===== src/hdl/bmdb_pkg.sv =====
`timescale 1ns / 1ps
// Shared types, widths and constants for the biquad magnitude (dB) block.
// No dependencies; every other file imports this package.
package bmdb_pkg;

    localparam int COEF_W     = 32;
    localparam int RATE_W     = 19;
    localparam int FREQ_W     = 18;
    localparam int GAIN_W     = 19;
    localparam int PHASE_W    = 32;
    localparam int TRIG_W     = 32;
    localparam int CFG_ADDR_W = 5;
    localparam int CFG_DATA_W = 32;

    localparam int DIV_BITS_PER_STAGE = 2;
    localparam int DIV_STAGES         = PHASE_W / DIV_BITS_PER_STAGE;

    localparam int TRIG_TERMS = 7;
    localparam int TRIG_LAT   = 2 * TRIG_TERMS + 3;

    localparam int LOG_FRAC = 20;
    localparam int LOG_W    = 28;
    localparam int LOG_LAT  = LOG_FRAC + 8;

    localparam int BACK_LAST  = TRIG_LAT + LOG_LAT + 4;
    localparam int FIFO_DEPTH = 4;
    localparam int FIFO_PTR_W = $clog2(FIFO_DEPTH);

    localparam logic [31:0] HALF_PI_Q30   = 32'd1686629713;
    localparam logic [31:0] PHASE_MAX_Q32 = 32'd2104533975;
    localparam logic [31:0] TRIG_ONE      = 32'd1073741824;
    localparam logic signed [27:0] DB_PER_LOG2_Q24 = 28'sd50504453;
    localparam logic signed [GAIN_W-1:0] GAIN_FLOOR = -19'sd61440;
    localparam logic signed [GAIN_W-1:0] GAIN_CEIL  = 19'sd262143;

    localparam int SIN_DIV [TRIG_TERMS] = '{6, 20, 42, 72, 110, 156, 210};
    localparam int SIN_LOG [TRIG_TERMS] = '{3, 5, 6, 7, 7, 8, 8};
    localparam int COS_DIV [TRIG_TERMS] = '{2, 12, 30, 56, 90, 132, 182};
    localparam int COS_LOG [TRIG_TERMS] = '{1, 4, 5, 6, 7, 8, 8};

    typedef enum logic [2:0] {
        REG_NUM0 = 3'd0,
        REG_NUM1 = 3'd1,
        REG_NUM2 = 3'd2,
        REG_DEN0 = 3'd3,
        REG_DEN1 = 3'd4,
        REG_DEN2 = 3'd5,
        REG_RATE = 3'd6
    } cfg_reg_t;

    typedef struct packed {
        logic [COEF_W-1:0] num0;
        logic [COEF_W-1:0] num1;
        logic [COEF_W-1:0] num2;
        logic [COEF_W-1:0] den0;
        logic [COEF_W-1:0] den1;
        logic [COEF_W-1:0] den2;
        logic [RATE_W-1:0] rate;
    } cfg_t;

    typedef struct packed {
        logic [PHASE_W-1:0] phase;
        logic               zero_rate;
    } phase_item_t;

endpackage


===== src/hdl/bmdb_cfg.sv =====
`timescale 1ns / 1ps
// APB-style register file: six Q3.28 coefficients and the sample rate.
// Depends on bmdb_pkg.
module bmdb_cfg
    import bmdb_pkg::*;
(
    input  logic                  clk,
    input  logic                  rst_n,
    input  logic                  psel,
    input  logic                  penable,
    input  logic                  pwrite,
    input  logic [CFG_ADDR_W-1:0] paddr,
    input  logic [CFG_DATA_W-1:0] pwdata,
    output logic [CFG_DATA_W-1:0] prdata,
    output logic                  pready,
    output cfg_t                  cfg
);

    cfg_t     cfg_reg;
    cfg_reg_t sel;
    logic     wr;

    assign sel    = cfg_reg_t'(paddr[CFG_ADDR_W-1:2]);
    assign wr     = psel && penable && pwrite;
    assign pready = 1'b1;
    assign cfg    = cfg_reg;

    always_ff @(posedge clk or negedge rst_n)
    begin
        if (!rst_n)
        begin
            cfg_reg.num0 <= 32'd268435456;
            cfg_reg.num1 <= '0;
            cfg_reg.num2 <= '0;
            cfg_reg.den0 <= 32'd268435456;
            cfg_reg.den1 <= '0;
            cfg_reg.den2 <= '0;
            cfg_reg.rate <= 19'd48000;
        end
        else if (wr)
        begin
            unique case (sel)
                REG_NUM0: cfg_reg.num0 <= pwdata;
                REG_NUM1: cfg_reg.num1 <= pwdata;
                REG_NUM2: cfg_reg.num2 <= pwdata;
                REG_DEN0: cfg_reg.den0 <= pwdata;
                REG_DEN1: cfg_reg.den1 <= pwdata;
                REG_DEN2: cfg_reg.den2 <= pwdata;
                REG_RATE: cfg_reg.rate <= pwdata[RATE_W-1:0];
                default:  ;
            endcase
        end
    end

    always_comb
    begin
        unique case (sel)
            REG_NUM0: prdata = cfg_reg.num0;
            REG_NUM1: prdata = cfg_reg.num1;
            REG_NUM2: prdata = cfg_reg.num2;
            REG_DEN0: prdata = cfg_reg.den0;
            REG_DEN1: prdata = cfg_reg.den1;
            REG_DEN2: prdata = cfg_reg.den2;
            REG_RATE: prdata = CFG_DATA_W'(cfg_reg.rate);
            default:  prdata = '0;
        endcase
    end

endmodule


===== config.mk =====
export PLATFORM = sky130hd
export DESIGN_NAME = bmdb_cfg
export DESIGN_NICKNAME = d
export VERILOG_FILES = /design/src/hdl/bmdb_pkg.sv /design/src/hdl/bmdb_cfg.sv
export SDC_FILE = /design/constraint.sdc
export NUM_CORES = 1
export LEC_CHECK = 0
export BUFFER_PORTS_ARGS = -buffer_cell sky130_fd_sc_hd__clkbuf_2
export CAP_MARGIN = 0
export CELL_PAD_IN_SITES_DETAIL_PLACEMENT = 1
export CELL_PAD_IN_SITES_GLOBAL_PLACEMENT = 2
export CORE_AREA = 2 2 167 169
export DETAILED_ROUTE_END_ITERATION = 10
export DIE_AREA = 0 0 169 171
export PLACE_DENSITY = 0.83
export SYNTH_ARGS = -nofsm -noshare
export SYNTH_HDL_FRONTEND = slang
export SYNTH_SLANG_ARGS = --single-unit

===== constraint.sdc =====
create_clock -name clk -period 4.75 [get_ports clk]
set_clock_uncertainty 0.05 [all_clocks]
set_input_delay 0.95 -clock clk [delete_from_list [all_inputs] [get_ports clk]]
set_output_delay 0.95 -clock clk [all_outputs]
set_load 0.02 [all_outputs]

==> run metrics <==
run status=completed; syn nets=743; Reg2Reg Setup Slack=3.86 ns; share of cells above drive strength 1=54.9%; die area=28900 sq um; worst vdd ir=around 0.27 mV; Largest register FFs=211; post_cts resized=0; synth warn=0; FILL cells=2927; CTS Buffer Depth=3; Arr. time, crit path=about 2.6 ns; worst path cell trace=buf_4, buf_12, mux2i_1, o211ai_1, a21o_1, clkbuf_2; CTS tree=done; # nets final=a little over 1000; post-route ant nets=0; Die Ht=171 um; part of the power in registers=between 40% and 50%; Wirelength per Cell=22.9 um; Max Freq=276 MHz; post-detail-place hpwl=19800 um; critical path launch point type=primary input; Int Pwr=3.97 mW; Data required, critical path=3.75 ns; antenna violations before repair=0; Reg2Reg Launch Point=cfg[182]; final instance area=approximately 12000 sq um; clk slew on worst S/H paths=0.05 ns; Tmin final=about 3.6 ns; WHS Endpoint=cfg[117]; critical path endpoint category=primary output; Synth Area in Compound Gates=about 5%; DR DRC count=0; Reg area=5290 sq um; global route overflow=0; post-placement cell area=11600 sq um; worst setup margin=about 1.1 ns; first-pass GRT wire length=around 46000 um; first-pass iteration count of the detailed router=4; WHS=0.461 ns; DP Worst Slack=1.11 ns; Netlist cell types=37; setup bufs post-CTS=0; main flop type after synthesis=dfrtp_1; critical path's slowest cell=buf_4; Power Total=roughly 6 mW; largest family of logic cells by synthesized area=multiplexers; worst hold start=cfg[117]; EDFF count, synth=0; number of global-route vias before repair=7425; Root Buffer=clkbuf_16; max-slew violations=0; most frequent cell after synthesis=dfrtp_1; R2R Path End=cfg[182]; share of the synthesized area in the top cell type=51.1%; clk_lat worst skew=0.50 ns; ranking of synthesized cells by area=dfrtp_1 (51%), mux2_2 (21%), mux2_1 (7.1%); area of the multi-input gates=4270 sq um; xor and xnor fraction of the mapped netlist area=0%; Gate power share=27.8%; Mean Syn Cell Area=~14 sq um; most common library cells after synthesis=dfrtp_1 (202), mux2_2 (187), mux2_1 (62); Starting DRT DRC Count=between 300 and 400; Die X-Extent=169 um; RSZ-0062 raised after global routing=no; Clock power frac=31.5%; detailed-route wire length=30600 um; WS Path Type=primary input to primary output; Sink Count=211; vias per inst=approximately 5.3; Slew @ Worst Pin=just over 1 ns; period utilisation layout=76.4%; Final Hold Fails=0; endpoints failing setup=0; diode count=0; slowest stage delay, CP=0.54 ns; worst-path maximum fanout=50; Cells after Synth=701; total number of vias=7044; Final TNS setup=0 ns; max cap viols=0; mux contribution to synthesized area=between 30 and 40%; Slew HR=31.4%; Post-Syn Area=between 9000 and 10000 sq um; switching part of the total=34.1%; P&R area growth vs syn=25.6%; GRT Total Usage=between 20% and 30%; sw power=2.05 mW; Cell Pwr Density=486 nW/um^2; Rows=61; Hold Crit Depth=1; Post-CTS Hold Buffers=0; Seq/Total Area, Yosys=53.5%; Synth Area in Adders=0%; Initial Util=36.2%; CTS H-Tree Depth=1; pin count of the biggest net entering global routing=roughly 120; leakage=6.21 nW; worst reg-to-reg path cell count=1; post-synth top area cell=dfrtp_1; routability congestion estimate=roughly 0.78; IO Pins=286; simple-gate area share of the yosys netlist=5.22%; worst hold path class=register to register; TritonCTS Buffers=24; core area=27300 sq um; share of synthesized registers carrying an async set or reset=between 90% and 100%; #FFs+latches synth=approximately 210; PortBufs=282
## routing by layer
metal  up-vias  part of all wire, %  global-route usage (%)
li1       3146                    -                       -
met3        49                  7.1                    5.39
met1      3626                   44                    28.1
met2       223                   47                    33.8
met5         -                    0                       0
met4         0                  2.2                    5.20
## how the worst max path moves through the flow
stage,start,endpoint,slack (ns),cells past startpoint
floorplan,paddr[4],prdata[4],1.58,6
global placement,paddr[2],prdata[8],1.09,6
detailed placement,paddr[2],prdata[8],1.11,6
CTS,paddr[2],prdata[8],1.10,6
global route,paddr[2],prdata[29],1.01,6
finish,paddr[2],prdata[16],1.12,6
## cell families after synthesis
logic type,count (synthesis)
simple gates,72
flops,211
other cells,1
compound gates,70
mux,294
buf+inv,53
## critical path: cells and delay by family
kind            cells  cell delay, ns
compound gates      2            0.30
buf+inv             3            1.05
mux                 1            0.25
## power by group through the flow
stage / Clock (mW) / Sequential [mW] / Combinational (mW)
after floorplan: 0 / 2.85 / 0.600
after global placement: 0 / 2.46 / 1.67
after detailed placement: 0 / 2.48 / 1.69
after CTS: 1.95 / 2.45 / 1.70
after global routing: 2.03 / 2.50 / 1.80
final: 1.90 / 2.45 / 1.68
## layout make-up
class / instances / area share (%)
sequential: 211 / 42.6
multi-input combinational: 437 / 34.4
timing repair buffer: 299 / 12.9
clock buffer: 37 / 5.81
tap: 346 / 3.49
clock inverter: 7 / 0.706
inverter: 1 / 0.0302
## placed cells by master (no fill, tap or decap), types with 11 or more instances in the layout
| master | instances |
|---|---|
| a21oi_1 | 18 |
| and3_1 | 13 |
| buf_4 | 15 |
| clkbuf_16 | 25 |
| clkbuf_2 | 279 |
| dfrtp_1 | 202 |
| mux2_1 | 62 |
| mux2_2 | 187 |
| mux2i_1 | 45 |
| nand2_1 | 20 |
| o21ai_0 | 11 |
| o221ai_1 | 17 |
## metrics by stage
step | util, % | cells
after global placement | 42.5 | 1294
after CTS | 45.4 | 1338
after global routing | 45.4 | 1338
after floorplan | - | 701
after detailed placement | 42.5 | 1294
final | 45.4 | 1338
Note: power is estimated with default switching activity, not from simulation.
