===== src/hdl/bmdb_pkg.sv =====
`timescale 1ns / 1ps
// Shared types, widths and constants for the biquad magnitude (dB) block.
// No dependencies; every other file imports this package.
package bmdb_pkg;

    localparam int COEF_W     = 32;
    localparam int RATE_W     = 19;
    localparam int FREQ_W     = 18;
    localparam int GAIN_W     = 19;
    localparam int PHASE_W    = 32;
    localparam int TRIG_W     = 32;
    localparam int CFG_ADDR_W = 5;
    localparam int CFG_DATA_W = 32;

    localparam int DIV_BITS_PER_STAGE = 2;
    localparam int DIV_STAGES         = PHASE_W / DIV_BITS_PER_STAGE;

    localparam int TRIG_TERMS = 7;
    localparam int TRIG_LAT   = 2 * TRIG_TERMS + 3;

    localparam int LOG_FRAC = 20;
    localparam int LOG_W    = 28;
    localparam int LOG_LAT  = LOG_FRAC + 8;

    localparam int BACK_LAST  = TRIG_LAT + LOG_LAT + 4;
    localparam int FIFO_DEPTH = 4;
    localparam int FIFO_PTR_W = $clog2(FIFO_DEPTH);

    localparam logic [31:0] HALF_PI_Q30   = 32'd1686629713;
    localparam logic [31:0] PHASE_MAX_Q32 = 32'd2104533975;
    localparam logic [31:0] TRIG_ONE      = 32'd1073741824;
    localparam logic signed [27:0] DB_PER_LOG2_Q24 = 28'sd50504453;
    localparam logic signed [GAIN_W-1:0] GAIN_FLOOR = -19'sd61440;
    localparam logic signed [GAIN_W-1:0] GAIN_CEIL  = 19'sd262143;

    localparam int SIN_DIV [TRIG_TERMS] = '{6, 20, 42, 72, 110, 156, 210};
    localparam int SIN_LOG [TRIG_TERMS] = '{3, 5, 6, 7, 7, 8, 8};
    localparam int COS_DIV [TRIG_TERMS] = '{2, 12, 30, 56, 90, 132, 182};
    localparam int COS_LOG [TRIG_TERMS] = '{1, 4, 5, 6, 7, 8, 8};

    typedef enum logic [2:0] {
        REG_NUM0 = 3'd0,
        REG_NUM1 = 3'd1,
        REG_NUM2 = 3'd2,
        REG_DEN0 = 3'd3,
        REG_DEN1 = 3'd4,
        REG_DEN2 = 3'd5,
        REG_RATE = 3'd6
    } cfg_reg_t;

    typedef struct packed {
        logic [COEF_W-1:0] num0;
        logic [COEF_W-1:0] num1;
        logic [COEF_W-1:0] num2;
        logic [COEF_W-1:0] den0;
        logic [COEF_W-1:0] den1;
        logic [COEF_W-1:0] den2;
        logic [RATE_W-1:0] rate;
    } cfg_t;

    typedef struct packed {
        logic [PHASE_W-1:0] phase;
        logic               zero_rate;
    } phase_item_t;

endpackage


===== src/hdl/bmdb_front.sv =====
`timescale 1ns / 1ps
// Front end: accept frequency beats, clamp, and form the Q32 phase with a
// pipelined radix-4 restoring divider. Depends on bmdb_pkg.
module bmdb_front
    import bmdb_pkg::*;
(
    input  logic              clk,
    input  logic              rst_n,
    input  logic [RATE_W-1:0] rate,
    input  logic              in_valid,
    output logic              in_ready,
    input  logic [FREQ_W-1:0] freq_hz,
    output logic              out_valid,
    input  logic              out_ready,
    output phase_item_t       out_item
);

    logic                vld_reg   [DIV_STAGES+1];
    logic [RATE_W-1:0]   rem_reg   [DIV_STAGES+1];
    logic [PHASE_W-1:0]  quo_reg   [DIV_STAGES+1];
    logic                clamp_reg [DIV_STAGES+1];
    logic                one_reg   [DIV_STAGES+1];
    logic                zr_reg    [DIV_STAGES+1];

    logic              en;
    logic [FREQ_W-1:0] f_eff;
    logic              clamp_next;

    assign en       = !vld_reg[DIV_STAGES] || out_ready;
    assign in_ready = en;
    assign f_eff    = (freq_hz == '0) ? FREQ_W'(1) : freq_hz;
    assign clamp_next = (freq_hz != '0) &&
                        ((25'(freq_hz) * 25'd100) > (25'(rate) * 25'd49));

    always_ff @(posedge clk or negedge rst_n)
    begin
        if (!rst_n)
        begin
            for (int i = 0; i <= DIV_STAGES; i++)
            begin
                vld_reg[i] <= 1'b0;
            end
        end
        else if (en)
        begin
            vld_reg[0] <= in_valid;
            for (int i = 1; i <= DIV_STAGES; i++)
            begin
                vld_reg[i] <= vld_reg[i-1];
            end
        end
    end

    always_ff @(posedge clk)
    begin
        if (en)
        begin
            rem_reg[0]   <= RATE_W'(f_eff);
            quo_reg[0]   <= '0;
            clamp_reg[0] <= clamp_next;
            one_reg[0]   <= (rate == RATE_W'(1));
            zr_reg[0]    <= (rate == '0);
        end
    end

    for (genvar g = 1; g <= DIV_STAGES; g++)
    begin : g_div
        logic [RATE_W:0]  r1, r2, t1, t2;
        logic [RATE_W-1:0] rem_mid;
        logic             b1, b2;

        always_comb
        begin
            r1      = {rem_reg[g-1], 1'b0};
            b1      = (r1 >= {1'b0, rate});
            t1      = b1 ? (r1 - {1'b0, rate}) : r1;
            rem_mid = t1[RATE_W-1:0];
            r2      = {rem_mid, 1'b0};
            b2      = (r2 >= {1'b0, rate});
            t2      = b2 ? (r2 - {1'b0, rate}) : r2;
        end

        always_ff @(posedge clk)
        begin
            if (en)
            begin
                rem_reg[g]   <= t2[RATE_W-1:0];
                quo_reg[g]   <= {quo_reg[g-1][PHASE_W-3:0], b1, b2};
                clamp_reg[g] <= clamp_reg[g-1];
                one_reg[g]   <= one_reg[g-1];
                zr_reg[g]    <= zr_reg[g-1];
            end
        end
    end

    assign out_valid          = vld_reg[DIV_STAGES];
    assign out_item.zero_rate = zr_reg[DIV_STAGES];
    assign out_item.phase     = clamp_reg[DIV_STAGES] ? PHASE_MAX_Q32 :
                                one_reg[DIV_STAGES]   ? '0 : quo_reg[DIV_STAGES];

endmodule


===== config.mk =====
export PLATFORM = sky130hd
export DESIGN_NAME = bmdb_front
export DESIGN_NICKNAME = d
export VERILOG_FILES = /design/src/hdl/bmdb_pkg.sv /design/src/hdl/bmdb_front.sv
export SDC_FILE = /design/constraint.sdc
export NUM_CORES = 2
export LEC_CHECK = 0
export ABC_AREA = 1
export BUFFER_PORTS_ARGS = -buffer_cell sky130_fd_sc_hd__buf_2
export CAP_MARGIN = 20
export CELL_PAD_IN_SITES_DETAIL_PLACEMENT = 0
export CELL_PAD_IN_SITES_GLOBAL_PLACEMENT = 1
export CORE_ASPECT_RATIO = 0.5
export CORE_MARGIN = 2
export CORE_UTILIZATION = 36
export CTS_CLUSTER_SIZE = 24
export DETAILED_ROUTE_END_ITERATION = 8
export PLACE_DENSITY = 0.68
export SLEW_MARGIN = 20
export SYNTH_ARGS = -nofsm -noshare
export SYNTH_HDL_FRONTEND = slang
export SYNTH_SLANG_ARGS = --single-unit

===== constraint.sdc =====
create_clock -name clk -period 26.4 [get_ports clk]
set_input_delay 5.28 -clock clk [delete_from_list [all_inputs] [get_ports clk]]
set_output_delay 5.28 -clock clk [all_outputs]
set_load 0.005 [all_outputs]

==> impl_metrics.env <==
export IMPL_syn_area_um2=66300
export IMPL_reg2reg_depth=22
export IMPL_dieArea_um2=188000
export IMPL_htreeDepth=3
export IMPL_ys_flop_type="edfxtp_1"
export IMPL_fill_cells=19604
export IMPL_synth_edf_count=626
export IMPL_period_minus_slack_ns=11.24
export IMPL_cp_end_kind="output pin"
export IMPL_drive_above_1_share_pct=5.23
export IMPL_synth_xor_area_share_pct=4.78
export IMPL_synth_area_mux_share_pct=0.255
export IMPL_clk_pin_slew_ns=0.06
export IMPL_clock_sinks=643
export IMPL_drt_iter0_drc=4387
export IMPL_core_area_um2=183000
export IMPL_slowest_stage="buf_2"
export IMPL_cp_start_kind="primary input"
export IMPL_min_path_type="flip-flop to flip-flop"
export IMPL_critPathMaxStageDelay_ns=0.24
export IMPL_ys_warn_count=0
export IMPL_ys_types=54
export IMPL_status="complete, no violations"
export IMPL_drv_cap=0
export IMPL_finalNetCount=10389
export IMPL_syn2layout_area_growth_pct=7.83
export IMPL_overflow=0
export IMPL_fin_skew_ns=0.0461
export IMPL_final_cell_mix="3537 x nand2_1, 993 x inv_1, 755 x nor2_1"
export IMPL_layout_area_seq_um2=19200
export IMPL_r2r_end="rem_reg[0][167]$_DFFE_PP_"
export IMPL_path_common_cell="buf_2"
export IMPL_synth_top_family_by_area="simple AND/OR/NAND/NOR gates"
export IMPL_r2r_slack_ns=21.28
export IMPL_grt_antenna_before_repair=2
export IMPL_period_share_pct=42.6
export IMPL_cts_made_buffers=71
export IMPL_syn_inst=9492
export IMPL_largest_register_ffs=303
export IMPL_initial_core_util_pct=36.2
export IMPL_track_usage_pct=22.6
export IMPL_met3_length_mm=9.82
export IMPL_cts_hold_buf=0
export IMPL_dpl_hpwl_mm=162
export IMPL_clk_path_buf_depth=3
export IMPL_fin_ws_ns=15.16
export IMPL_grt_max_degree=144
export IMPL_ios=76
export IMPL_die_h_um=307
export IMPL_multi_input_area_um2=42200
export IMPL_synthAdderAreaFrac_pct=15.5
export IMPL_async_reset_ff_share_pct=2.64
export IMPL_finalWirelength_mm=216
export IMPL_grt_pass1_wl_mm=331
export IMPL_postCtsSetupRepairBufs=0
export IMPL_place_congestion=0.874
export IMPL_worst_slew_pin_slew_ns=1.03
export IMPL_yosys_area_share_simple_pct=35.1
export IMPL_vias_per_cell=5.02
export IMPL_path_max_fanout=3
export IMPL_critPathKind="primary input to output pin"
export IMPL_grt_pass1_vias=57402
export IMPL_firstDrtPassIters=6
export IMPL_timing_fmax_ghz=0.0890
export IMPL_ys_seq_area_share_pct=29.0
export IMPL_worst_ep_required_time_ns=21.12
export IMPL_vias=60379
export IMPL_wl_met1_mm=107
export IMPL_final_antenna_net_count=0
export IMPL_hold_violations=0
export IMPL_dp_slack_ns=15.11
export IMPL_synth_nets=10329
export IMPL_wl_met2_mm=93.8
export IMPL_final_common_cell="nand2_1"
export IMPL_rr_startpoint="rem_reg[0][145]$_DFFE_PP_"
export IMPL_crit_arrival_ns=5.96
export IMPL_crit_chain="buf_2 -> inv_1 -> nand2_4 -> buf_2"
export IMPL_synth_compound_area_share_pct=7.95
export IMPL_min_to="quo_reg[0][455]$_DFFE_PP_"
export IMPL_avgSynthCellArea_um2=6.98
export IMPL_finalSetupViolCount=0
export IMPL_max_slew_margin_pct=31.3
export IMPL_final_setup_tns_ns=0
export IMPL_diodes=0
export IMPL_drv_slew=0
export IMPL_die_x_um=611
export IMPL_clock_latency_ns=0.69
export IMPL_io_buffers=75
export IMPL_worstHoldStart="quo_reg[0][421]$_DFFE_PP_"
export IMPL_cts_tree="done"
export IMPL_rows=111
export IMPL_hold_depth=0
export IMPL_synth_seq_cells=643
export IMPL_top_layer_used="met4"
export IMPL_cts_root_buffer="clkbuf_16"
export IMPL_wl_per_cell_um=17.9
export IMPL_ctsResizeCount=0
export IMPL_drc=0
export IMPL_rsz0062_at_grt="no"
## metal layers
metal	GRT usage, %	vias up
met1	32.4	27536
li1	-	31398
met4	5.34	0
met2	36.1	1196
met5	0	-
met3	2.67	249
## how the worst max path moves through the flow
stage / startpoint / to / slack, ns / depth (start not counted)
after global routing: out_ready / in_ready / 15.12 / 4
final: out_ready / in_ready / 15.16 / 4
after detailed placement: out_ready / in_ready / 15.11 / 4
after floorplan: out_ready / in_ready / 7.69 / 3
after CTS: out_ready / in_ready / 15.11 / 4
after global placement: out_ready / in_ready / 15.11 / 4
## cells in the mapped netlist, types with 43 or more instances
library cell,n,share of area (%)
nand2_1,3538,20
inv_1,1013,5.7
nor2_1,755,4.3
ha_1,753,14
nand3_1,737,5.6
edfxtp_1,626,28
a21oi_1,519,3.9
o21ai_0,244,1.8
xnor2_1,183,2.4
xor2_1,179,2.4
nand4_1,119,1.1
nand3b_1,84,0.95
nor3_1,79,0.60
or2_2,65,0.61
o21bai_1,47,0.53
buf_6,45,0.76
nand2_2,44,0.42
buf_2,43,0.32
fa_1,43,1.3
## logic make-up (layout without fill, tap and decap cells)
group	after synthesis	after routing
AND/OR/NAND/NOR	5537	5537
AO/OA/AOI/OAI	971	971
buffers and inverters	1168	1282
XOR/XNOR	362	362
adder cells (fa/ha/maj)	796	796
flip-flops	643	643
multiplexers	15	15
## stage by stage
| stage | hold WS [ns] | area, um2 | util, % | instances |
|---|---|---|---|---|
| after CTS | 0.387 | 71500 | 39.0 | 12035 |
| after global routing | 0.410 | 71500 | 39.0 | 12035 |
| after detailed placement | 0.405 | 69100 | 37.7 | 11908 |
| final | 0.396 | 71500 | 39.0 | 12035 |
| after floorplan | 0.400 | 66300 | - | 9492 |
| after global placement | 0.400 | 69100 | 37.7 | 11908 |
## critical path, delay by kind of cell
kind / cells / cell delay (ns)
buf+inv: 3 / 0.42
simple gates: 1 / 0.19
## final cells by class
type                            instances  share of cell area (%)
Multi-Input combinational cell       7681                    59.0
Clock buffer                           80                    2.62
Tap cell                             2429                    4.25
Clock inverter                         47                   0.697
Inverter                             1043                    5.54
Sequential cell                       643                    26.9
Timing Repair Buffer                  112                   0.987
Power is not shown: default switching activity piles up to over one toggle a cycle in this logic, so the estimate is an artifact.
