[config.mk]
export PLATFORM = sky130hd
export DESIGN_NAME = bmdb_fifo
export DESIGN_NICKNAME = d
export VERILOG_FILES = /design/src/hdl/bmdb_pkg.sv /design/src/hdl/bmdb_fifo.sv
export SDC_FILE = /design/constraint.sdc
export NUM_CORES = 1
export LEC_CHECK = 0
export BUFFER_PORTS_ARGS = -buffer_cell sky130_fd_sc_hd__buf_2
export CAP_MARGIN = 20
export CORE_ASPECT_RATIO = 1.75
export CORE_MARGIN = 2
export CORE_UTILIZATION = 40
export CTS_BUF_LIST = sky130_fd_sc_hd__clkbuf_4 sky130_fd_sc_hd__clkbuf_8 sky130_fd_sc_hd__clkbuf_16
export DETAILED_ROUTE_END_ITERATION = 8
export PLACE_DENSITY_LB_ADDON = 0.2
export SLEW_MARGIN = 15
export SYNTH_ARGS = -nofsm -noshare
export SYNTH_HDL_FRONTEND = slang
export SYNTH_SLANG_ARGS = --single-unit
[constraint.sdc]
create_clock -name clk -period 2.15 [get_ports clk]
set_input_delay 0.215 -clock clk [delete_from_list [all_inputs] [get_ports clk]]
set_output_delay 0.215 -clock clk [all_outputs]
set_load 0.05 [all_outputs]
[src/hdl/bmdb_pkg.sv]
`timescale 1ns / 1ps
// Shared types, widths and constants for the biquad magnitude (dB) block.
// No dependencies; every other file imports this package.
package bmdb_pkg;

    localparam int COEF_W     = 32;
    localparam int RATE_W     = 19;
    localparam int FREQ_W     = 18;
    localparam int GAIN_W     = 19;
    localparam int PHASE_W    = 32;
    localparam int TRIG_W     = 32;
    localparam int CFG_ADDR_W = 5;
    localparam int CFG_DATA_W = 32;

    localparam int DIV_BITS_PER_STAGE = 2;
    localparam int DIV_STAGES         = PHASE_W / DIV_BITS_PER_STAGE;

    localparam int TRIG_TERMS = 7;
    localparam int TRIG_LAT   = 2 * TRIG_TERMS + 3;

    localparam int LOG_FRAC = 20;
    localparam int LOG_W    = 28;
    localparam int LOG_LAT  = LOG_FRAC + 8;

    localparam int BACK_LAST  = TRIG_LAT + LOG_LAT + 4;
    localparam int FIFO_DEPTH = 4;
    localparam int FIFO_PTR_W = $clog2(FIFO_DEPTH);

    localparam logic [31:0] HALF_PI_Q30   = 32'd1686629713;
    localparam logic [31:0] PHASE_MAX_Q32 = 32'd2104533975;
    localparam logic [31:0] TRIG_ONE      = 32'd1073741824;
    localparam logic signed [27:0] DB_PER_LOG2_Q24 = 28'sd50504453;
    localparam logic signed [GAIN_W-1:0] GAIN_FLOOR = -19'sd61440;
    localparam logic signed [GAIN_W-1:0] GAIN_CEIL  = 19'sd262143;

    localparam int SIN_DIV [TRIG_TERMS] = '{6, 20, 42, 72, 110, 156, 210};
    localparam int SIN_LOG [TRIG_TERMS] = '{3, 5, 6, 7, 7, 8, 8};
    localparam int COS_DIV [TRIG_TERMS] = '{2, 12, 30, 56, 90, 132, 182};
    localparam int COS_LOG [TRIG_TERMS] = '{1, 4, 5, 6, 7, 8, 8};

    typedef enum logic [2:0] {
        REG_NUM0 = 3'd0,
        REG_NUM1 = 3'd1,
        REG_NUM2 = 3'd2,
        REG_DEN0 = 3'd3,
        REG_DEN1 = 3'd4,
        REG_DEN2 = 3'd5,
        REG_RATE = 3'd6
    } cfg_reg_t;

    typedef struct packed {
        logic [COEF_W-1:0] num0;
        logic [COEF_W-1:0] num1;
        logic [COEF_W-1:0] num2;
        logic [COEF_W-1:0] den0;
        logic [COEF_W-1:0] den1;
        logic [COEF_W-1:0] den2;
        logic [RATE_W-1:0] rate;
    } cfg_t;

    typedef struct packed {
        logic [PHASE_W-1:0] phase;
        logic               zero_rate;
    } phase_item_t;

endpackage

[src/hdl/bmdb_fifo.sv]
`timescale 1ns / 1ps
// Short queue of phase beats between the front end and the back end.
// Depends on bmdb_pkg.
module bmdb_fifo
    import bmdb_pkg::*;
(
    input  logic        clk,
    input  logic        rst_n,
    input  logic        in_valid,
    output logic        in_ready,
    input  phase_item_t in_item,
    output logic        out_valid,
    input  logic        out_ready,
    output phase_item_t out_item
);

    phase_item_t           mem_reg [FIFO_DEPTH];
    logic [FIFO_PTR_W-1:0] wptr_reg, rptr_reg;
    logic [FIFO_PTR_W:0]   cnt_reg;
    logic                  push, pop;

    assign in_ready  = (cnt_reg != FIFO_DEPTH[FIFO_PTR_W:0]);
    assign out_valid = (cnt_reg != '0);
    assign push      = in_valid && in_ready;
    assign pop       = out_valid && out_ready;
    assign out_item  = mem_reg[rptr_reg];

    always_ff @(posedge clk or negedge rst_n)
    begin
        if (!rst_n)
        begin
            wptr_reg <= '0;
            rptr_reg <= '0;
            cnt_reg  <= '0;
        end
        else
        begin
            if (push)
            begin
                wptr_reg <= wptr_reg + 1'b1;
            end
            if (pop)
            begin
                rptr_reg <= rptr_reg + 1'b1;
            end
            if (push && !pop)
            begin
                cnt_reg <= cnt_reg + 1'b1;
            end
            else if (pop && !push)
            begin
                cnt_reg <= cnt_reg - 1'b1;
            end
        end
    end

    always_ff @(posedge clk)
    begin
        if (push)
        begin
            mem_reg[wptr_reg] <= in_item;
        end
    end

endmodule

==> flow_metrics.py, run 1 <==
metrics = {
    "synthesis": {
        "synth_area_leaders": "edfxtp_1 (76%), mux4_2 (12%), dfrtp_1 (3.4%)",
        "synth_xor_area_share_pct": 1.01,
        "ys_seq_elements": 139,
        "synth-compound-area-share_pct": 0.216,
        "synth_cell_types": 19,
        "yosysTopAreaCell": "edfxtp_1",
        "synth.top_cell.area_share_pct": 75.9,
        "synth.area.mux_share_pct": 15.0,
        "syn_nets": 251,
        "ys.warnings.count": 0,
        "yosys.area_share.simple_pct": 0.982,
        "syn-instance-count": 208,
        "seq_area_frac_synth_pct": 79.2,
        "synth_fa_ha_area_share_pct": 1.58,
        "syn-cell-area_sq_mm": 0.00522,
        "synth_top_family_by_area": "multiplexers",
        "avgSynthCellArea_sq_um": 25.1,
    },
    "route": {
        "ant_nets": 0,
        "dr.first_iter.drc_count": 98,
        "drt-vias-per-instance": 4.94,
        "firstDrtPassIters": 4,
        "num_vias": 2410,
        "drcViolationCount": 0,
        "wirelength_mm": 9.00,
        "wl_per_cell_microns": 18.4,
    },
    "cells_and_area": {
        "nets": 348,
        "finish.utilization_pct": 50.5,
        "final_cell_mix": "edfxtp_1 (132), buf_2 (71), mux4_2 (28)",
        "fillers": 1049,
        "final_common_cell": "edfxtp_1",
        "largest_reg_flops": 132,
        "fin_cells": 488,
        "diodes": 0,
        "area_growth_pct": 24.4,
        "fin_area_sq_mm": 0.00650,
        "drive_above_1_share_pct": 49.2,
    },
    "die": {
        "coreArea_sq_mm": 0.0129,
        "num_rows": 55,
        "start_util_pct": 40.6,
        "die_w_microns": 90.4,
        "pin_count": 72,
        "fp.dieH_microns": 155,
        "die_area_sq_mm": 0.0140,
    },
    "worst_setup_path": {
        "r2r_end": "cnt_reg[2]",
        "crit_path_start_kind": "flip-flop",
        "rr_startpoint": "cnt_reg[1]",
        "endpoint_kind": "primary output",
        "reg2reg_setup_slack_ns": 0.14,
        "required_ns": 1.93,
        "worst-r2r-cell-count": 8,
        "critPathKind": "reg -> out",
        "worstPathMaxFanout": 25,
        "arrival_ns": 1.87,
    },
    "job": {
        "maxCapViolCount": 0,
    },
    "power": {
        "ir_drop_v": 0.000958,
        "power.density_mw_per_mm2": 1660,
        "p_leak_nw": 2.31,
    },
    "sta": {
        "period_needed_ns": 2.08,
        "rsz0062_at_grt": "yes",
        "max_freq_mhz": 481,
        "hold_violations": 0,
        "fin_tns_setup_ns": 0,
        "finClkSkew_ns": 0.00694,
        "finalSetupViolCount": 0,
        "worst_pin_slew_ns": 0.318,
        "relSlewSlack_pct": 78.8,
        "period_share_pct": 96.8,
        "slew_violations": 0,
    },
    "hold_path": {
        "hold_end": "mem_reg[2][27]",
        "hold_path_depth": 1,
        "hold_class": "in -> reg",
        "hold_path.startpoint": "in_item[27]",
    },
    "clock_network": {
        "cts.root.buffer_cell": "clkbuf_16",
        "cts_buffers": 17,
        "clk_transition_reported_paths_ns": 0.06,
        "cts_tree": "yes",
        "cts_htree_levels": 4,
        "cts.sinks": 139,
        "clock_latency_ns": 0.40,
        "cts_buffer_depth": 2,
    },
    "placed_design": {
        "gp_congestion": 0.662,
        "io_buffers": 71,
        "dp_hpwl_mm": 5.58,
        "post_dp_cell_area_sq_mm": 0.00584,
        "place_inst": 455,
    },
    "global_route": {
        "grt.total_usage_pct": 13.8,
        "gr-total-overflow": 0,
        "grt_pass1_vias": 2613,
        "grt_pass1_wl_mm": 14.1,
        "antenna_found_initial": 1,
        "grt_max_degree": 26,
    },
    "outcome": {
        "run_status": "complete, no violations",
    },
}
## power by group
group          internal, mW  total (mW)  switching (mW)
Sequential             3.60        3.79           0.191
Clock                  2.07        3.10            1.02
Combinational          1.27        3.90            2.64
## worst max-delay path, stage by stage, from the launching register on
cell and delay [ns]:
dfrtp_2 0.38, buf_12 0.24, mux4_1 0.61, buf_2 0.23
## cell type report
class                   count  area, sq um  share of cell area, %
clock buffers              19          440                   6.78
repair buffers             86          495                   7.63
flip-flops and latches    139         4140                   63.8
well taps                 171          214                   3.29
multi-input cells          58          997                   15.4
clock inverters            12          196                   3.02
inverters                   3         11.3                  0.173
## metrics by stage
step / worst slack (ns) / hold WS, ns / power (mW)
3_3_place_gp: 0.136 / 0.0542 / 7.75
3_5_place_dp: 0.0774 / 0.0596 / 7.82
2_1_floorplan: 0.0608 / -0.0806 / 6.92
6_report: 0.0693 / 0.0219 / 10.8
4_1_cts: 0.0158 / 0.00664 / 10.9
5_1_grt: -0.0146 / 0.000846 / 11.3
## Yosys cell counts
library cell and count:
fa_1 1, inv_1 3, a21boi_2 1, xor2_1 2, mux4_2 28, edfxtp_1 132, and2_1 4, xnor2_1 4
mux2_2 2, nor2_1 2, buf_2 4, or3_1 1, nand3_1 1, dfrtp_1 7, buf_6 1, ha_1 5
mux4_1 5, nand2_1 2, buf_12 3
## how the worst max path moves through the flow
| stage | from | end | slack, ns | depth (start not counted) |
|---|---|---|---|---|
| after floorplan | cnt_reg[1] | cnt_reg[2] | 0.06 | 8 |
| after global placement | cnt_reg[1] | cnt_reg[2] | 0.14 | 8 |
| after detailed placement | cnt_reg[1] | cnt_reg[2] | 0.08 | 8 |
| after CTS | rptr_reg[0] | out_item[29] | 0.02 | 3 |
| after global routing | rptr_reg[0] | out_item[29] | -0.01 | 3 |
| final | rptr_reg[0] | out_item[29] | 0.07 | 3 |
## per-layer routing
layer / vias to the layer above / GRT usage (%) / part of all wire (%)
li1: 1074 / - / -
met1: 1263 / 15.1 / 38
met2: 60 / 23.9 / 55
met3: 13 / 5.04 / 4.8
met4: 0 / 6.15 / 1.8
met5: - / 0 / 0
## cell families (layout without fill, tap and decap cells)
logic type,after synthesis,after routing
buffers and inverters,11,120
adders and majority gates,6,6
and+or+nand+nor,10,10
muxes,35,35
DFF,139,139
AOI/OAI and AO/OA,1,1
xor gates and xnor gates,6,6
## what timing repair did
action	CTS	global route
setup buffers	0	1
resized for setup	0	2
endpoints found under the setup margin	0	3
hold buffers	1	0
endpoints found under the hold margin	7	0
Note: power is estimated with default switching activity, not from simulation.
==> run 2: changes to the inputs <==
REMOVE_ABC_BUFFERS = 1   (was unset)
==> flow_metrics.py, run 2 (same netlist as run 1, synthesis figures left out) <==
metrics = {
    "sta": {
        "hold_violations": 0,
        "slew_violations": 0,
        "relSlewSlack_pct": 79.2,
        "rsz0062_at_grt": "no",
        "finalSetupViolCount": 0,
        "period_share_pct": 96.2,
        "period_needed_ns": 2.07,
        "worst_pin_slew_ns": 0.312,
        "max_freq_mhz": 484,
        "finClkSkew_ns": 0.00436,
    },
    "route": {
        "topRoutingLayerUsed": "met4",
        "num_vias": 2374,
        "dr.first_iter.drc_count": 142,
        "drt-vias-per-instance": 4.86,
        "wl_met1_mm": 3.51,
        "firstDrtPassIters": 4,
        "ant_nets": 0,
        "wl_met3_microns": 376,
        "drcViolationCount": 0,
        "wl_per_cell_microns": 18.7,
        "wirelength_mm": 9.14,
        "met2_length_mm": 5.03,
    },
    "hold_path": {
        "hold_end": "mem_reg[0][29]",
        "hold_class": "in -> reg",
        "hold_path_depth": 1,
        "hold_path.startpoint": "in_item[29]",
    },
    "global_route": {
        "antenna_found_initial": 1,
        "grt_pass1_wl_mm": 14.3,
        "grt_max_degree": 34,
        "grt_pass1_vias": 2622,
        "grt.total_usage_pct": 14.0,
        "gr-total-overflow": 0,
    },
    "placed_design": {
        "io_buffers": 71,
        "post_dp_cell_area_sq_mm": 0.00584,
        "gp_congestion": 0.703,
        "dp_hpwl_mm": 5.56,
    },
    "worst_setup_path": {
        "slowest_delay_ns": 0.61,
        "crit_chain": "buf_12 -> mux4_1 -> buf_2",
        "crit_family": "multiplexers",
        "critPathKind": "reg -> out",
        "crit_path_start_kind": "flip-flop",
        "worstPathMaxFanout": 20,
        "cp.buffers_inverters": 2,
        "reg2reg_setup_slack_ns": 0.13,
        "endpoint_kind": "primary output",
        "arrival_ns": 1.85,
        "crit_slowest_cell": "mux4_1",
        "worst-r2r-cell-count": 8,
        "rr_startpoint": "cnt_reg[1]",
        "r2r_end": "cnt_reg[2]",
        "required_ns": 1.93,
    },
    "cells_and_area": {
        "fin_area_sq_mm": 0.00648,
        "area_growth_pct": 24.0,
        "nets": 346,
        "final_cell_mix": "edfxtp_1 (132), buf_2 (71), mux4_2 (28)",
        "final_common_cell": "edfxtp_1",
        "drive_above_1_share_pct": 49.1,
        "largest_reg_flops": 132,
    },
    "die": {
        "start_util_pct": 40.6,
        "die_area_sq_mm": 0.0140,
        "fp.dieH_microns": 155,
        "num_rows": 55,
        "die_w_microns": 90.4,
        "coreArea_sq_mm": 0.0129,
        "pin_count": 72,
    },
    "power": {
        "p_total_mw": 10.6,
        "p_leak_nw": 2.28,
        "power.density_mw_per_mm2": 1640,
        "ir_drop_v": 0.000702,
    },
    "clock_network": {
        "cts_buffers": 17,
        "clock_latency_ns": 0.41,
        "cts_htree_levels": 4,
        "cts_buffer_depth": 2,
        "clk_transition_reported_paths_ns": 0.06,
        "cts.root.buffer_cell": "clkbuf_16",
        "cts.sinks": 139,
        "cts_tree": "yes",
    },
    "job": {
        "maxCapViolCount": 0,
    },
    "outcome": {
        "run_status": "complete, no violations",
    },
}
run 2: changes by cell type in the layout (fill, tap and decap cells not counted), sizes merged:
cell	delta
clkinvlp	+3
buf	-2
bufinv	-2
clkbuf	-2
clkinv	+2
diode	+1
run 2: metal layers:
metal  GRT usage (%)  vias up
met1            15.3     1230
met3            4.41       16
met4            7.11        0
met5               0        -
met2            24.5       56
li1                -     1072
run 2: layout make-up:
type	count	area, sq um
antenna	1	2.50
timing repair buffer	84	509
multi-input combinational	58	1000
tap	171	214
fill	1091	6390
sequential	139	4140
clock inverter	15	175
inverter	3	11.3
clock buffer	17	425
run 2: report_power, final:
group / switching [mW] / internal, mW / leakage, nW
logic: 2.69 / 1.28 / 0.701
clock network: 1.08 / 1.82 / 0.287
registers: 0.145 / 3.60 / 1.29
total: 3.91 / 6.70 / 2.28
run 2: metrics by stage:
stage	worst slack [ns]	TNS, ns	instances	utilization, %	hold slack (ns)
6_report	0.0824	0	488	50.3	0.0227
5_1_grt	0.00910	0	488	50.3	0.000557
4_1_cts	0.0189	0	486	50.2	0.00471
3_5_place_dp	0.0235	0	453	45.4	0.0638
3_3_place_gp	0.119	0	453	45.4	0.0613
2_1_floorplan	-0.422	-10.18	200	-	-0.0806
run 2: repair_timing:
action | CTS | global route
hold buffers | 1 | 0
resized for setup | 2 | 3
pin swaps | 0 | 1
endpoints found under the setup margin | 2 | 1
gates cloned | 0 | 0
hold endpoints to repair | 7 | 0
buffers inserted | 0 | 1
run 2: worst max path at each step:
stage	to	cells past startpoint	startpoint
global route	out_item[19]	3	rptr_reg[0]
finish	out_item[19]	3	rptr_reg[0]
CTS	cnt_reg[2]	8	cnt_reg[1]
detailed placement	cnt_reg[2]	8	cnt_reg[1]
global placement	cnt_reg[2]	8	cnt_reg[1]
floorplan	out_item[19]	1	rptr_reg[0]
run 2: worst reg2reg max path, stage by stage (launching register included):
cell	delay, ns
dfrtp_1	0.39
or3_4	0.41
nand2_2	0.10
ha_2	0.18
inv_1	0.06
fa_2	0.34
xor2_1	0.17
nor2_1	0.13
xor2_1	0.16
==> run 3: changes to the inputs <==
CORE_UTILIZATION = 56   (was 40)
==> flow_metrics.py, run 3 (same netlist as run 1, synthesis figures left out) <==
metrics = {
    "cells_and_area": {
        "final_common_cell": "edfxtp_1",
        "nets": 346,
        "fin_cells": 435,
        "fillers": 603,
        "final_cell_mix": "edfxtp_1 (132), buf_2 (71), mux4_2 (28)",
        "diodes": 0,
        "multiInputGateArea_sq_um": 1000,
        "drive_above_1_share_pct": 48.6,
        "area_growth_pct": 23.6,
        "regArea_sq_mm": 0.00414,
        "largest_reg_flops": 132,
    },
    "power": {
        "switching_share_pct": 35.5,
        "p_total_mw": 10.7,
        "power.density_mw_per_mm2": 1660,
        "p_leak_nw": 2.29,
        "netSwitchingPower_mw": 3.81,
        "p_int_mw": 6.93,
        "ir_drop_v": 0.00105,
        "p_seq_share_pct": 34.9,
        "combinationalPowerShare_pct": 36.7,
        "clkPwrFrac_pct": 28.4,
    },
    "die": {
        "coreArea_sq_mm": 0.00909,
        "num_rows": 46,
        "start_util_pct": 57.4,
        "die_w_microns": 77.0,
        "die_area_sq_mm": 0.0101,
        "fp.dieH_microns": 132,
        "pin_count": 72,
    },
    "sta": {
        "hold_violations": 0,
        "fin_tns_setup_ns": 0,
        "finClkSkew_ns": 0.00566,
        "finalSetupViolCount": 0,
        "worst_pin_slew_ns": 0.269,
        "relSlewSlack_pct": 82.2,
        "period_share_pct": 95.8,
        "period_needed_ns": 2.06,
        "setup_slack_ns": 0.0895,
        "max_freq_mhz": 485,
        "rsz0062_at_grt": "no",
        "slew_violations": 0,
    },
    "global_route": {
        "grt_pass1_vias": 2550,
        "gr-total-overflow": 0,
        "grt_max_degree": 34,
        "antenna_found_initial": 0,
        "grt.total_usage_pct": 17.9,
        "grt_pass1_wl_mm": 13.2,
    },
    "clock_network": {
        "cts.root.buffer_cell": "clkbuf_16",
        "cts_htree_levels": 4,
        "cts_buffer_depth": 2,
        "cts_tree": "yes",
        "cts.sinks": 139,
        "cts_buffers": 17,
        "clk_transition_reported_paths_ns": 0.05,
        "clock_latency_ns": 0.41,
    },
    "placed_design": {
        "place_inst": 401,
        "dpl_worst_slack_ns": 0.0472,
        "dp_hpwl_mm": 4.83,
        "io_buffers": 71,
        "gp_congestion": 0.708,
    },
    "worst_setup_path": {
        "worstPathMaxFanout": 18,
        "crit_path_start_kind": "flip-flop",
        "arrival_ns": 1.85,
        "endpoint_kind": "primary output",
        "required_ns": 1.93,
        "critPathKind": "reg -> out",
    },
    "route": {
        "wirelength_mm": 8.32,
        "num_vias": 2368,
        "wl_per_cell_microns": 19.1,
        "ant_nets": 0,
        "drcViolationCount": 0,
        "dr.first_iter.drc_count": 117,
        "firstDrtPassIters": 4,
        "drt-vias-per-instance": 5.44,
    },
    "hold_path": {
        "hold_class": "in -> reg",
    },
    "job": {
        "maxCapViolCount": 0,
    },
    "outcome": {
        "run_status": "complete, no violations",
    },
}
==> run 3: routing by layer <==
metal	routed length, microns	GRT usage, %	vias up
li1	-	-	1061
met1	3140	20.6	1222
met2	4530	30.5	76
met3	535	7.05	9
met4	112	6.55	0
met5	0	0	-
==> run 3: final timing paths <==
kind | start | end | slack [ns] | cells after the start
min in group asynchronous | rst_n | wptr_reg[0] | 0.17 | 2
hold / removal | in_item[8] | mem_reg[2][8] | 0.02 | 1
setup reg to reg | cnt_reg[1] | cnt_reg[2] | 0.13 | 8
setup / recovery | rptr_reg[0] | out_item[14] | 0.09 | 3
hold reg to reg | cnt_reg[2] | cnt_reg[2] | 0.55 | 1
max in group asynchronous | rst_n | rptr_reg[1] | 1.81 | 2
==> run 3: per-stage QoR <==
stage | hold WS [ns] | utilization [%] | instance area [sq um]
floorplan | -0.0806 | - | 5130
global placement | 0.0558 | 63.6 | 5780
detailed placement | 0.0540 | 63.6 | 5780
CTS | 0.00135 | 70.8 | 6430
global route | 0.00489 | 71.0 | 6460
finish | 0.0218 | 71.0 | 6460
==> run 3: what timing repair did <==
action,in CTS,in global routing
endpoints found under the hold margin,11,0
gates resized for setup,1,5
setup buffers,0,1
pin swaps,0,1
hold buffers,2,0
setup endpoints to repair,15,1
==> run 3: worst max-delay path, stage by stage (launching register included) <==
cell	delay [ns]
dfrtp_2	0.39
buf_6	0.26
mux4_2	0.55
buf_2	0.23
==> run 3: final cells by class <==
type	count	area share (%)
Sequential cell	139	64.2
Inverter	3	0.174
Timing Repair Buffer	84	8.12
Tap cell	120	2.33
Clock buffer	17	6.59
Clock inverter	14	3.14
Multi-Input combinational cell	58	15.5
==> run 3: power groups by stage <==
stage / Combinational (mW) / Sequential [mW] / Clock, mW
after floorplan: 2.75 / 3.98 / 0
after global placement: 3.94 / 3.76 / 0
after detailed placement: 3.95 / 3.81 / 0
after CTS: 3.97 / 3.76 / 3.09
after global routing: 4.16 / 3.80 / 3.22
final: 3.94 / 3.75 / 3.04
